File: src/hdl/artt_pkg.sv
// Package for the ACK/RTT window tracker: payload and control structs, event codes,
// register indexes and saturation helper.
// No dependencies; compiled first.
package artt_pkg;

    localparam int SEQ_BITS  = 3;
    localparam int TIME_BITS = 24;

    typedef logic [SEQ_BITS-1:0]  t_seq;
    typedef logic [TIME_BITS-1:0] t_time;

    // event kinds
    localparam logic [2:0] KIND_SETUP  = 3'd0;
    localparam logic [2:0] KIND_SEND   = 3'd1;
    localparam logic [2:0] KIND_ACK    = 3'd2;
    localparam logic [2:0] KIND_REJECT = 3'd3;
    localparam logic [2:0] KIND_RETX   = 3'd4;

    // register indexes (paddr[2])
    localparam logic REG_MAX_WINDOW   = 1'b0;
    localparam logic REG_BASE_TIMEOUT = 1'b1;

    localparam t_seq        MAX_OUTSTANDING = 3'd7;
    localparam t_time       MAX24           = 24'hFF_FFFF;
    localparam logic [8:0]  MIN_RTO         = 9'd500;

    // radix-8 divider: 3 quotient bits per cycle
    localparam int DIV_BITS_PER_CYCLE = 3;
    localparam int DIV_CYCLES         = TIME_BITS / DIV_BITS_PER_CYCLE;

    typedef struct packed {
        logic [2:0]  kind;
        logic [2:0]  ack_number;
        logic [31:0] now_ms;
        logic [3:0]  hop_count;
    } t_evt;

    typedef struct packed {
        logic        accepted;
        logic [2:0]  sent_sequence;
        logic [2:0]  frames_acked;
        logic [2:0]  unacked_count;
        logic [2:0]  window_size;
        logic [23:0] retry_timeout_ms;
        logic        all_acked;
    } t_res;

    typedef struct packed {
        logic load;
        logic exec;
        logic meas;
        logic div_start;
        logic grow;
        logic out_load;
    } t_cmd;

    typedef struct packed {
        logic need_meas;
        logic need_grow;
        logic div_done;
        logic out_free;
    } t_sts;

    function automatic t_time sat24(input logic [34:0] v);
        sat24 = (v > 35'(MAX24)) ? MAX24 : v[TIME_BITS-1:0];
    endfunction

endpackage

File: src/hdl/artt_if.sv
// Valid/ready channel interfaces for the event input and the result output.
// Depends on artt_pkg.
interface artt_evt_if;
    import artt_pkg::*;
    logic valid;
    logic ready;
    t_evt data;
    modport source (output valid, output data, input ready);
    modport sink   (input valid, input data, output ready);
endinterface

interface artt_res_if;
    import artt_pkg::*;
    logic valid;
    logic ready;
    t_res data;
    modport source (output valid, output data, input ready);
    modport sink   (input valid, input data, output ready);
endinterface

File: src/hdl/artt_div.sv
// Iterative unsigned divider, 24-bit dividend by 3-bit nonzero divisor,
// three quotient bits per cycle. Depends on artt_pkg.
module artt_div (
    input  logic                  i_clk,
    input  logic                  i_rst_n,
    input  logic                  i_start,
    input  artt_pkg::t_time       i_dividend,
    input  artt_pkg::t_seq        i_divisor,
    output artt_pkg::t_time       o_quotient,
    output logic                  o_done
);
    import artt_pkg::*;

    localparam int CNT_BITS = $clog2(DIV_CYCLES);

    logic                r_busy;
    logic                r_done;
    logic [CNT_BITS-1:0] r_cnt;
    t_seq                r_rem;
    t_time               r_quo;
    t_seq                r_div;

    t_seq                n_rem;
    t_time               n_quo;
    logic [SEQ_BITS:0]   trial;

    // restoring steps; remainder stays below the divisor, so it is narrow
    always_comb begin
        n_rem = r_rem;
        n_quo = r_quo;
        trial = '0;
        for (int j = 0; j < DIV_BITS_PER_CYCLE; j++) begin
            trial = {n_rem, n_quo[TIME_BITS-1]};
            n_quo = {n_quo[TIME_BITS-2:0], 1'b0};
            if (trial >= {1'b0, r_div}) begin
                n_rem    = SEQ_BITS'(trial - {1'b0, r_div});
                n_quo[0] = 1'b1;
            end else begin
                n_rem = trial[SEQ_BITS-1:0];
            end
        end
    end

    always_ff @(posedge i_clk) begin
        if (!i_rst_n) begin
            r_busy <= 1'b0;
            r_done <= 1'b0;
            r_cnt  <= '0;
        end else begin
            r_done <= 1'b0;
            if (i_start) begin
                r_busy <= 1'b1;
                r_cnt  <= '0;
            end else if (r_busy) begin
                r_cnt <= r_cnt + 1'b1;
                if (r_cnt == CNT_BITS'(DIV_CYCLES - 1)) begin
                    r_busy <= 1'b0;
                    r_done <= 1'b1;
                end
            end
        end
    end

    always_ff @(posedge i_clk) begin
        if (i_start) begin
            r_quo <= i_dividend;
            r_rem <= '0;
            r_div <= i_divisor;
        end else if (r_busy) begin
            r_quo <= n_quo;
            r_rem <= n_rem;
        end
    end

    assign o_quotient = r_quo;
    assign o_done     = r_done;

endmodule

File: src/hdl/artt_ctrl.sv
// Sequencing FSM of the tracker: steps each event through execute, optional
// measurement and window-growth divide, and result load. Depends on artt_pkg.
module artt_ctrl (
    input  logic            i_clk,
    input  logic            i_rst_n,
    input  logic            i_evt_valid,
    output logic            o_evt_ready,
    input  artt_pkg::t_sts  i_sts,
    output artt_pkg::t_cmd  o_cmd
);
    import artt_pkg::*;

    localparam logic [2:0] S_IDLE     = 3'd0;
    localparam logic [2:0] S_EXEC     = 3'd1;
    localparam logic [2:0] S_MEAS     = 3'd2;
    localparam logic [2:0] S_DIV_GO   = 3'd3;
    localparam logic [2:0] S_DIV_WAIT = 3'd4;
    localparam logic [2:0] S_GROW     = 3'd5;
    localparam logic [2:0] S_DONE     = 3'd6;

    logic [2:0] r_state;
    logic [2:0] n_state;

    always_comb begin
        n_state = r_state;
        o_cmd   = '0;
        unique case (r_state)
            S_IDLE: begin
                o_cmd.load = i_evt_valid;
                if (i_evt_valid) n_state = S_EXEC;
            end
            S_EXEC: begin
                o_cmd.exec = 1'b1;
                n_state    = i_sts.need_meas ? S_MEAS : S_DONE;
            end
            S_MEAS: begin
                o_cmd.meas = 1'b1;
                n_state    = i_sts.need_grow ? S_DIV_GO : S_DONE;
            end
            S_DIV_GO: begin
                o_cmd.div_start = 1'b1;
                n_state         = S_DIV_WAIT;
            end
            S_DIV_WAIT: begin
                if (i_sts.div_done) n_state = S_GROW;
            end
            S_GROW: begin
                o_cmd.grow = 1'b1;
                n_state    = S_DONE;
            end
            S_DONE: begin
                // wait for the output register to free up
                o_cmd.out_load = i_sts.out_free;
                if (i_sts.out_free) n_state = S_IDLE;
            end
            default: n_state = S_IDLE;
        endcase
    end

    always_ff @(posedge i_clk) begin
        if (!i_rst_n) begin
            r_state <= S_IDLE;
        end else begin
            r_state <= n_state;
        end
    end

    assign o_evt_ready = (r_state == S_IDLE);

endmodule

File: src/hdl/artt_dp.sv
// Datapath of the tracker: window and sequence state, RTT estimator, divider
// and output register. Depends on artt_pkg and artt_div.
module artt_dp (
    input  logic            i_clk,
    input  logic            i_rst_n,
    input  logic [2:0]      i_max_window,
    input  logic [15:0]     i_base_timeout,
    input  artt_pkg::t_evt  i_evt,
    input  artt_pkg::t_cmd  i_cmd,
    output artt_pkg::t_sts  o_sts,
    output logic            o_res_valid,
    output artt_pkg::t_res  o_res,
    input  logic            i_res_ready
);
    import artt_pkg::*;

    t_evt        r_evt;
    t_time       r_srt;
    t_time       r_mdev;
    t_seq        r_cwnd;
    t_seq        r_outst;
    t_seq        r_send_seq;
    t_seq        r_timed_seq;
    logic [31:0] r_timed_start;
    logic        r_timing;
    logic        r_retx;
    logic        r_accepted;
    t_seq        r_seq_out;
    t_seq        r_acked;
    logic        r_res_valid;
    t_res        r_res;

    t_seq        oldest;
    t_seq        count_raw;
    t_seq        count;
    t_seq        timed_ofs;
    logic        timed_hit;
    logic        can_send;
    logic [20:0] setup_prod;
    t_time       setup_srt;
    logic [31:0] rtt;
    logic [31:0] srt_ext;
    logic [31:0] err;
    logic [34:0] srt_sum;
    logic [34:0] mdev_sum;
    t_time       srt_new;
    t_time       mdev_new;
    t_seq        win;
    t_time       quotient;
    logic        div_done;
    logic [24:0] inc_sum;
    t_time       mdev_grown;
    logic [26:0] rto_sum;
    t_time       rto;

    // acknowledgement arithmetic, all modulo 8
    always_comb begin
        oldest    = r_send_seq - r_outst;
        count_raw = r_evt.ack_number - oldest;
        count     = (count_raw > r_outst) ? r_outst : count_raw;
        timed_ofs = r_timed_seq - oldest;
        timed_hit = r_timing && (timed_ofs < count);
        can_send  = (r_outst < r_cwnd) && (r_outst != MAX_OUTSTANDING);
    end

    // base * (1 + 2*hops) / 2 stays below 2^21, no saturation needed
    assign setup_prod = i_base_timeout * {r_evt.hop_count, 1'b1};
    assign setup_srt  = TIME_BITS'(setup_prod[20:1]);

    // Jacobson update: srt = (7*srt + rtt + 4)/8, mdev = (3*mdev + |err| + 2)/4
    always_comb begin
        rtt      = r_evt.now_ms - r_timed_start;
        srt_ext  = 32'(r_srt);
        err      = (rtt > srt_ext) ? (rtt - srt_ext) : (srt_ext - rtt);
        srt_sum  = 35'({r_srt, 3'b000}) - 35'(r_srt) + 35'(rtt) + 35'd4;
        mdev_sum = 35'({r_mdev, 1'b0}) + 35'(r_mdev) + 35'(err) + 35'd2;
        srt_new  = sat24(35'(srt_sum[34:3]));
        mdev_new = sat24(35'(mdev_sum[34:2]));
    end

    assign win = (r_cwnd == '0) ? SEQ_BITS'(1) : r_cwnd;

    artt_div u_div (
        .i_clk      (i_clk),
        .i_rst_n    (i_rst_n),
        .i_start    (i_cmd.div_start),
        .i_dividend (r_srt),
        .i_divisor  (win),
        .o_quotient (quotient),
        .o_done     (div_done)
    );

    always_comb begin
        inc_sum    = 25'(quotient) + 25'd2;
        mdev_grown = sat24(35'(r_mdev) + 35'(inc_sum[24:2]));
    end

    // retry timeout: max(500, srt + 4*mdev), saturated
    always_comb begin
        rto_sum = 27'(r_srt) + 27'({r_mdev, 2'b00});
        if (rto_sum < 27'(MIN_RTO)) begin
            rto = TIME_BITS'(MIN_RTO);
        end else begin
            rto = sat24(35'(rto_sum));
        end
    end

    always_comb begin
        o_sts.need_meas = (r_evt.kind == KIND_ACK) && timed_hit
                          && ((timed_ofs != '0) || !r_retx);
        o_sts.need_grow = (r_cwnd < i_max_window);
        o_sts.div_done  = div_done;
        o_sts.out_free  = !r_res_valid || i_res_ready;
    end

    always_ff @(posedge i_clk) begin
        if (!i_rst_n) begin
            r_srt         <= '0;
            r_mdev        <= '0;
            r_cwnd        <= SEQ_BITS'(1);
            r_outst       <= '0;
            r_send_seq    <= '0;
            r_timed_seq   <= '0;
            r_timed_start <= '0;
            r_timing      <= 1'b0;
            r_retx        <= 1'b0;
            r_accepted    <= 1'b0;
            r_seq_out     <= '0;
            r_acked       <= '0;
            r_res_valid   <= 1'b0;
        end else begin
            if (i_cmd.load) begin
                r_accepted <= 1'b0;
                r_seq_out  <= '0;
                r_acked    <= '0;
            end
            if (i_cmd.exec) begin
                unique case (r_evt.kind)
                    KIND_SETUP: begin
                        r_srt  <= setup_srt;
                        r_mdev <= {2'b00, setup_srt[TIME_BITS-1:2]};
                    end
                    KIND_SEND: begin
                        if (can_send) begin
                            r_accepted <= 1'b1;
                            r_seq_out  <= r_send_seq;
                            if (!r_timing) begin
                                r_timed_seq   <= r_send_seq;
                                r_timed_start <= r_evt.now_ms;
                                r_timing      <= 1'b1;
                            end
                            r_outst    <= r_outst + 1'b1;
                            r_send_seq <= r_send_seq + 1'b1;
                        end
                    end
                    KIND_ACK: begin
                        r_acked <= count;
                        r_outst <= r_outst - count;
                        if (timed_hit) r_timing <= 1'b0;
                        if (count != '0) r_retx <= 1'b0;
                    end
                    KIND_REJECT: begin
                        r_cwnd   <= SEQ_BITS'(1);
                        r_timing <= 1'b0;
                    end
                    KIND_RETX: begin
                        r_retx <= 1'b1;
                    end
                    default: begin
                    end
                endcase
            end
            if (i_cmd.meas) begin
                r_srt  <= srt_new;
                r_mdev <= mdev_new;
            end
            if (i_cmd.grow) begin
                r_mdev <= mdev_grown;
                r_cwnd <= r_cwnd + 1'b1;
            end
            if (i_cmd.out_load) begin
                r_res_valid <= 1'b1;
            end else if (i_res_ready) begin
                r_res_valid <= 1'b0;
            end
        end
    end

    always_ff @(posedge i_clk) begin
        if (i_cmd.load) begin
            r_evt <= i_evt;
        end
        if (i_cmd.out_load) begin
            r_res.accepted         <= r_accepted;
            r_res.sent_sequence    <= r_seq_out;
            r_res.frames_acked     <= r_acked;
            r_res.unacked_count    <= r_outst;
            r_res.window_size      <= r_cwnd;
            r_res.retry_timeout_ms <= rto;
            r_res.all_acked        <= (r_outst == '0);
        end
    end

    assign o_res_valid = r_res_valid;
    assign o_res       = r_res;

endmodule

File: src/hdl/ack_rtt_window_tracker_unit.sv
// Top level of the ACK/RTT window tracker: APB register file, controller and datapath.
// Depends on artt_pkg, artt_if, artt_ctrl, artt_dp.
//
// One result transfer per event transfer, in order. Each event is executed and its
// result is then loaded into the output register. An acknowledgement that closes a
// timed round trip adds a measurement step, unless the timed frame is the oldest
// while a retransmission is flagged; when it also grows the window, the radix-8
// divider for srt/window (a start step, steps of 3 quotient bits each, a done step)
// and the growth update come before the result loads. The next event transfer can
// follow in the cycle after the result loads; an event is held longer while the
// output register is still full. One event is in process at a time; a new event
// transfer is taken while an earlier result still waits in the output register.
// Registers: max_window at byte 0, base_timeout_ms at byte 4; write only while idle.
module ack_rtt_window_tracker_unit (
    input  logic               i_clk,
    input  logic               i_rst_n,
    artt_evt_if.sink           i_evt,
    artt_res_if.source         o_res,
    input  logic               psel,
    input  logic               penable,
    input  logic               pwrite,
    input  logic [2:0]         paddr,
    input  logic [31:0]        pwdata,
    output logic [31:0]        prdata,
    output logic               pready
);
    import artt_pkg::*;

    logic [2:0]  r_max_window;
    logic [15:0] r_base_timeout;
    t_cmd        cmd;
    t_sts        sts;
    logic        evt_ready;

    always_ff @(posedge i_clk) begin
        if (!i_rst_n) begin
            r_max_window   <= 3'd7;
            r_base_timeout <= 16'd5000;
        end else if (psel && penable && pwrite) begin
            unique case (paddr[2])
                REG_MAX_WINDOW:   r_max_window   <= pwdata[2:0];
                REG_BASE_TIMEOUT: r_base_timeout <= pwdata[15:0];
            endcase
        end
    end

    always_comb begin
        unique case (paddr[2])
            REG_MAX_WINDOW:   prdata = {29'd0, r_max_window};
            REG_BASE_TIMEOUT: prdata = {16'd0, r_base_timeout};
        endcase
    end

    assign pready = 1'b1;

    artt_ctrl u_ctrl (
        .i_clk       (i_clk),
        .i_rst_n     (i_rst_n),
        .i_evt_valid (i_evt.valid),
        .o_evt_ready (evt_ready),
        .i_sts       (sts),
        .o_cmd       (cmd)
    );

    artt_dp u_dp (
        .i_clk          (i_clk),
        .i_rst_n        (i_rst_n),
        .i_max_window   (r_max_window),
        .i_base_timeout (r_base_timeout),
        .i_evt          (i_evt.data),
        .i_cmd          (cmd),
        .o_sts          (sts),
        .o_res_valid    (o_res.valid),
        .o_res          (o_res.data),
        .i_res_ready    (o_res.ready)
    );

    assign i_evt.ready = evt_ready;

endmodule
File: src/flat_wrapper.sv
// flat-port wrapper written by rule: the top's interface ports become plain ports
module ack_rtt_window_tracker_unit_flat import artt_pkg::*;
  (i_clk, i_rst_n, psel, penable, pwrite, paddr, pwdata, prdata, pready, i_evt_valid, i_evt_data, i_evt_ready, o_res_valid, o_res_data, o_res_ready);
  artt_evt_if i_evt_i ();
  artt_res_if o_res_i ();
  input  logic i_clk;
  input  logic i_rst_n;
  input  logic psel;
  input  logic penable;
  input  logic pwrite;
  input  logic [2:0] paddr;
  input  logic [31:0] pwdata;
  output logic [31:0] prdata;
  output logic pready;
  input wire logic [$bits(i_evt_i.valid)-1:0] i_evt_valid;
  input wire logic [$bits(i_evt_i.data)-1:0] i_evt_data;
  output wire logic [$bits(i_evt_i.ready)-1:0] i_evt_ready;
  output wire logic [$bits(o_res_i.valid)-1:0] o_res_valid;
  output wire logic [$bits(o_res_i.data)-1:0] o_res_data;
  input wire logic [$bits(o_res_i.ready)-1:0] o_res_ready;
  assign i_evt_i.valid = i_evt_valid;
  assign i_evt_i.data = i_evt_data;
  assign i_evt_ready = i_evt_i.ready;
  assign o_res_valid = o_res_i.valid;
  assign o_res_data = o_res_i.data;
  assign o_res_i.ready = o_res_ready;
  ack_rtt_window_tracker_unit u_core (.i_clk(i_clk), .i_rst_n(i_rst_n), .i_evt(i_evt_i), .o_res(o_res_i), .psel(psel), .penable(penable), .pwrite(pwrite), .paddr(paddr), .pwdata(pwdata), .prdata(prdata), .pready(pready));
endmodule
File: config.mk
export PLATFORM = sky130hd
export DESIGN_NAME = ack_rtt_window_tracker_unit_flat
export DESIGN_NICKNAME = d
export VERILOG_FILES = /design/src/hdl/artt_pkg.sv /design/src/hdl/artt_if.sv /design/src/hdl/artt_div.sv /design/src/hdl/artt_ctrl.sv /design/src/hdl/artt_dp.sv /design/src/hdl/ack_rtt_window_tracker_unit.sv /design/src/flat_wrapper.sv
export SDC_FILE = /design/constraint.sdc
export NUM_CORES = 1
export LEC_CHECK = 0
export ABC_AREA = 1
export BUFFER_PORTS_ARGS = -buffer_cell sky130_fd_sc_hd__buf_2
export CAP_MARGIN = 20
export CORE_UTILIZATION = 41
export DETAILED_ROUTE_END_ITERATION = 6
export SYNTH_ARGS = -nofsm -noshare
export SYNTH_HDL_FRONTEND = slang
export SYNTH_HIERARCHICAL = 1
export SYNTH_SLANG_ARGS = --single-unit
export TNS_END_PERCENT = 20
File: constraint.sdc
create_clock -name i_clk -period 10.4 [get_ports i_clk]
set_clock_uncertainty 0.05 [all_clocks]
set_input_delay 0.52 -clock i_clk [delete_from_list [all_inputs] [get_ports i_clk]]
set_output_delay 0.52 -clock i_clk [all_outputs]
set_load 0.005 [all_outputs]
After elaboration in Yosys (flattened, before gate mapping):

Cells that the tools add are included.

* bits in writable memories: 0
* bits in read-only memories: 0
* input port bits: 84
* memories: 0
* output and inout bits: 73
* logic and storage cells: 195
* latch bits: 0
* flip-flop bits (word level): 239

* magnitude comparators: 13
* bitwise logic cells: 4
* reductions and logical operators: 41
* shift-type cells: 0
* $add $sub $neg: 23
* $mul: 1
* div/mod/pow operators: 0
* muxes and demuxes: 61
* equal/unequal tests: 18

Operators by type and width (number)
* $mux W24: 13
* $gt A32 B24 Y1 const B: 2
* $pmux W32 S2: 1
* $mux W3: 20
* $add A34 B4 Y35 const B: 1
* $add A28 B33 Y34: 1
* $add A33 B2 Y34 const B: 1
* $add A26 B32 Y33: 1
* $gt A32 B24 Y1: 1
* $mux W32: 1
* $sub A24 B32 Y32: 1
* $sub A32 B24 Y32: 1
* $sub A32 B32 Y32: 1
* $sub A27 B24 Y28: 1
* $add A24 B26 Y27: 1
* $gt A27 B24 Y1 const B: 1
* $lt A27 B9 Y1 const B: 1
* $add A25 B24 Y26: 1
* $add A24 B2 Y25 const B: 1
* $add A24 B23 Y25: 1
* $gt A25 B24 Y1 const B: 1
* $mux W1: 22
* $mul A16 B5 Y21: 1
* $pmux W3 S7: 1
* 26 further kinds: 84

Logic depth before layout (Yosys ltp):

* depth in word-level cells: 10
* gate-level depth with buffers: 54
* mapped depth without buffers: 51

By module:

Netlist, hierarchy kept.

By module, submodules not included
* artt_dp: seq. area each 4444.3 um2, instances 1, area an instance 22590.4 um2, cells each 3309
* artt_div: seq. area each 970.9 um2, instances 1, area an instance 1919.3 um2, cells each 219
* ack_rtt_window_tracker_unit: seq. area each 380.4 um2, instances 1, area an instance 1061.0 um2, cells each 168
* artt_ctrl: seq. area each 60.1 um2, instances 1, area an instance 224.0 um2, cells each 41

Worst setup path before layout:

No wires, ideal clock.

* kind: reg2reg
* start point: register u_core/u_dp/r_evt[4] (netlist bit)
* end point: register u_core.u_dp.r_mdev[17]
* stages on the path, launching flop included: 52
* required time: 10.231 ns
* path buffers: 3
* setup slack: 3.530 ns
* period minus slack after synthesis: 6.870 ns
* data arrival time: 6.701 ns
* setup time: 0.119 ns
* cell sequence: edfxtp_1 -> inv_1 -> ha_1 -> fa_1 -> inv_1 -> nand3_1 -> nand3_1 -> nand2_1 -> nand2_1 -> nand2_1 -> nand2_1 -> nand3_1 -> nand3_1 -> xnor2_1 -> inv_1 -> ha_1 -> nand2_1 -> nor2_1 -> (+16 left out) -> fa_1 -> ha_1 -> a21oi_1 -> inv_1 -> nor2_1 -> nand2_1 -> inv_1 -> o21ai_0 -> a21oi_1 -> nand2_4 -> xnor2_1 -> nand2_2 -> nor2_4 -> and2_1 -> buf_6 -> nand2_1 -> a21oi_1 -> nor2_1

* cells in the longest elaborated chain, start to end: 9
* elaborated cells between the ends (all ways): 11
* those cells by class: add/sub: 5; order compare: 2; mux: 4

Ends and longest elaborated chain
* start, declared: line artt_dp.sv:17 `t_evt r_evt;`
* start signal, assigned: line artt_dp.sv:191 `r_evt <= i_evt;`
* $sub A32 B32 Y32 *: line artt_dp.sv:72 `rtt = r_evt.now_ms - r_timed_start;`
* $sub A24 B32 Y32, or another cell as far along: line artt_dp.sv:74 `err = (rtt > srt_ext) ? (rtt - srt_ext) : (srt_ext - rtt);`
* $mux W32 *: line artt_dp.sv:74
* $add A26 B32 Y33 *: line artt_dp.sv:76 `mdev_sum = 35'({r_mdev, 1'b0}) + 35'(r_mdev) + 35'(err) + 35'd2;`
* $add A33 B2 Y34 *: line artt_dp.sv:76
* $gt A32 B24 Y1: line artt_pkg.sv:65 `sat24 = (v > 35'(MAX24)) ? MAX24 : v[TIME_BITS-1:0];`
* $mux W24 *: line artt_pkg.sv:65
* $mux W24 *: line artt_dp.sv:173 `if (i_cmd.meas) begin`
* $mux W24 *: line artt_dp.sv:177 `if (i_cmd.grow) begin`
* end signal, assigned: line artt_dp.sv:141 `r_mdev <= {2'b00, setup_srt[TIME_BITS-1:2]};`
* end signal, assigned: line artt_dp.sv:175 `r_mdev <= mdev_new;`
* end signal, assigned: line artt_dp.sv:178 `r_mdev <= mdev_grown;`
* end, declared: line artt_dp.sv:19 `t_time r_mdev;`

Every way passes the cells marked *; elsewhere a longest branch is shown, timed or not.
A chain may end at the register's enable or synchronous reset.

Final worst setup path:

* start point: register u_core/u_dp/r_evt[4] (netlist bit)
* end point: register u_core.u_dp.r_mdev[16]

The elaborated chain is that of the path after synthesis.

==> run metrics <==
root buf cell=clkbuf_16; count of different cell masters after synthesis=59; Sink Count=239; most common cell after layout, fill and taps aside=nand2_1; number of port buffers=121; status=completed; R2R Path End=u_core/u_dp/r_mdev[16]; DR vias/cell=5.03; worst slew pin tran=1.05 ns; GR Layer Usage met2=0.390; register area share after synthesis=0.227; H-tree levels=1; hold crit path type=primary input to flop; max-slew violation count=0; Synth Register Bits=239; Setup TNS=0 ns; initial antenna violation count=1; CTS Buf Count=30; max-cap viol count=0; Reg2Reg Setup Slack=1.54 ns; Initial DRC Count=1604; Tcrit/Tclk final=0.852; Main synth FF type=dfxtp_1; Yosys warnings=6; Final ANT Viol Nets=0; fin crit period=8.86 ns; Syn Inst Count=3737; vias in the first global route=23100; row count=91; CP max stage cell=fa_1; layout overhead on the synthesized area=10.0%; Worst Hold Depth=1; most used cell, CP=nand2_1; final hold violations=0; Die X=253 um; share of the synthesized area in the top cell type=0.144; Final setup viols=0; CTS tree=built; Hold Path End=u_core/u_dp/r_evt[0]; Final nets=4303; hold wc startpoint=i_evt_data[0]; DRC=0; post-DP HPWL=61400 um; WP data required=10.85 ns; layout cells sized above 1=0.0710; clk_lat worst skew=0.61 ns; initial core utilization=0.416; reg2reg start=u_core/u_dp/r_evt[4]; Peak Freq=0.113 GHz; cell area after layout=0.0284 sq mm; grt peak-use layer=met2; largest area contributor in the netlist=ha_1; Post-Place Cells=4638; met3 usage=0.0211; largest net degree at the start of global routing=66; RSZ-0062 raised after global routing=false; first-pass detailed-route iteration total=5; Die Height=253 um; final cell count without fillers=4708; CP Class=flop to flop; fraction of registers with async set/reset=0; grt ovf=0; max_slew headroom=0.296; post-CTS setup buffers=0; drt total wl=74000 um; EDFF count, synth=107; crit end category=flop; most frequent cells in the layout=nand2_1 (924), inv_1 (598), a21oi_1 (386), ha_1 (296), nor2_1 (261); GP Congestion=0.991; Tot GR Track Use=0.233; IO Pins=157; n_diodes=0; CP peak stage delay=0.49 ns; WL/cell=15.7 um; synth top area cells=ha_1 (14%), nand2_1 (13%), edfxtp_1 (12%); Worst-path clk slew=0.06 ns; FILL cells=6522; worst-case clock buffer depth=3; Worst setup SP type=flop; core region area=0.0619 sq mm; R2R depth=48; met1 Use GR=0.318; Crit path arrival time=9.30 ns; first-pass GRT wire length=119000 um; synthesized cell area=0.0258 sq mm; Syn Area/Cell=6.90 sq um; die area=0.0639 sq mm; vias=23700; worst-path fanout max=18; DP Area=0.0272 sq mm
==> per-layer routing <==
layer	routed length, um	vias up
li1	-	12300
met1	35200	10900
met2	33600	439
met3	2920	100
met4	2360	0
met5	0	-
==> stage by stage <==
stage | hold slack [ns] | utilization | worst slack, ns
after CTS | 0.000375 | 0.458 | 1.56
after global placement | 0.369 | 0.439 | 1.73
final | 0.0392 | 0.458 | 1.54
after global routing | 0.0134 | 0.458 | 0.841
after floorplan | 0.359 | - | 3.53
after detailed placement | 0.368 | 0.439 | 1.61
==> state kept, by name, summed over array words and instances (netlist names), 16 cells and up <==
| register | flops |
|---|---|
| u_core/u_dp/r_mdev | 24 |
| u_core/u_dp/o_res | 38 |
| u_core/u_dp/r_timed_start | 32 |
| u_core/u_dp/r_srt | 24 |
| u_core/r_base_timeout | 16 |
| u_core/u_dp/r_evt | 42 |
| u_core/u_dp/u_div/o_quotient | 24 |
==> worst max-delay path by stage <==
stage / startpoint / to / slack (ns) / cells past startpoint
global placement: u_core/u_dp/r_evt[4] / u_core/u_dp/r_mdev[16] / 1.73 / 48
global route: u_core/u_dp/r_evt[4] / u_core/u_dp/r_mdev[22] / 0.84 / 47
detailed placement: u_core/u_dp/r_evt[4] / u_core/u_dp/r_mdev[16] / 1.61 / 48
finish: u_core/u_dp/r_evt[4] / u_core/u_dp/r_mdev[16] / 1.54 / 48
CTS: u_core/u_dp/r_evt[4] / u_core/u_dp/r_mdev[16] / 1.56 / 48
floorplan: u_core/u_dp/r_evt[4] / u_core/u_dp/r_mdev[17] / 3.53 / 51
==> logic make-up after synthesis <==
group	after synthesis	share of synthesized area
XOR/XNOR	201	0.0682
adder cells (fa/ha/maj)	372	0.203
AO/OA/AOI/OAI	734	0.155
flip-flops	239	0.227
AND/OR/NAND/NOR	1477	0.238
buffers and inverters	706	0.107
other	2	0.000291
multiplexers	6	0.00233
==> Yosys cell counts, drive strengths merged (2+ instances only) <==
cell type and instances:
a31o 6, o21ai 235, ha 296, mux2i 6, o22ai 2, o31ai 2
fa 76, inv 615, a21oi 386, xor2 118, nand4 24, a21boi 6
nand3b 6, clkbuf 53, o211ai 9, nand3 152, buf 33, and3 4
nand2 945, a22oi 2, o2111ai 5, a211oi 7, nor4 10, xnor2 83
conb 2, a221oi 4, a31oi 16, nor3 35, a21o 15, and2 3
edfxtp 107, nor3b 4, o21bai 11, o221ai 9, o21a 14, clkinv 5
nor2 285, or2 8, dfxtp 132
==> timing repair <==
| item | CTS | global route |
|---|---|---|
| hold buffers | 13 | 0 |
| hold endpoints to repair | 13 | 0 |
| gates resized for setup | 0 | 0 |
==> area by class of cell <==
cell class	instances	area (sq um)	area share
Timing Repair Buffer	149	856	0.0301
Multi-Input combinational cell	2807	17200	0.608
Tap cell	837	1050	0.0369
Sequential cell	239	5860	0.206
Inverter	620	2330	0.0821
Clock inverter	15	195	0.00688
Clock buffer	41	853	0.0301
==> critical path: cells and delay by family (launching register included) <==
kind / cells / cell delay (ns)
buf+inv: 6 / 0.78
xor+xnor: 2 / 0.47
fa+ha+maj: 5 / 1.86
compound gates: 6 / 1.28
flops: 1 / 0.33
simple gates: 29 / 3.94
Power is not shown: default switching activity piles up to over one toggle a cycle in this logic, so the estimate is an artifact.
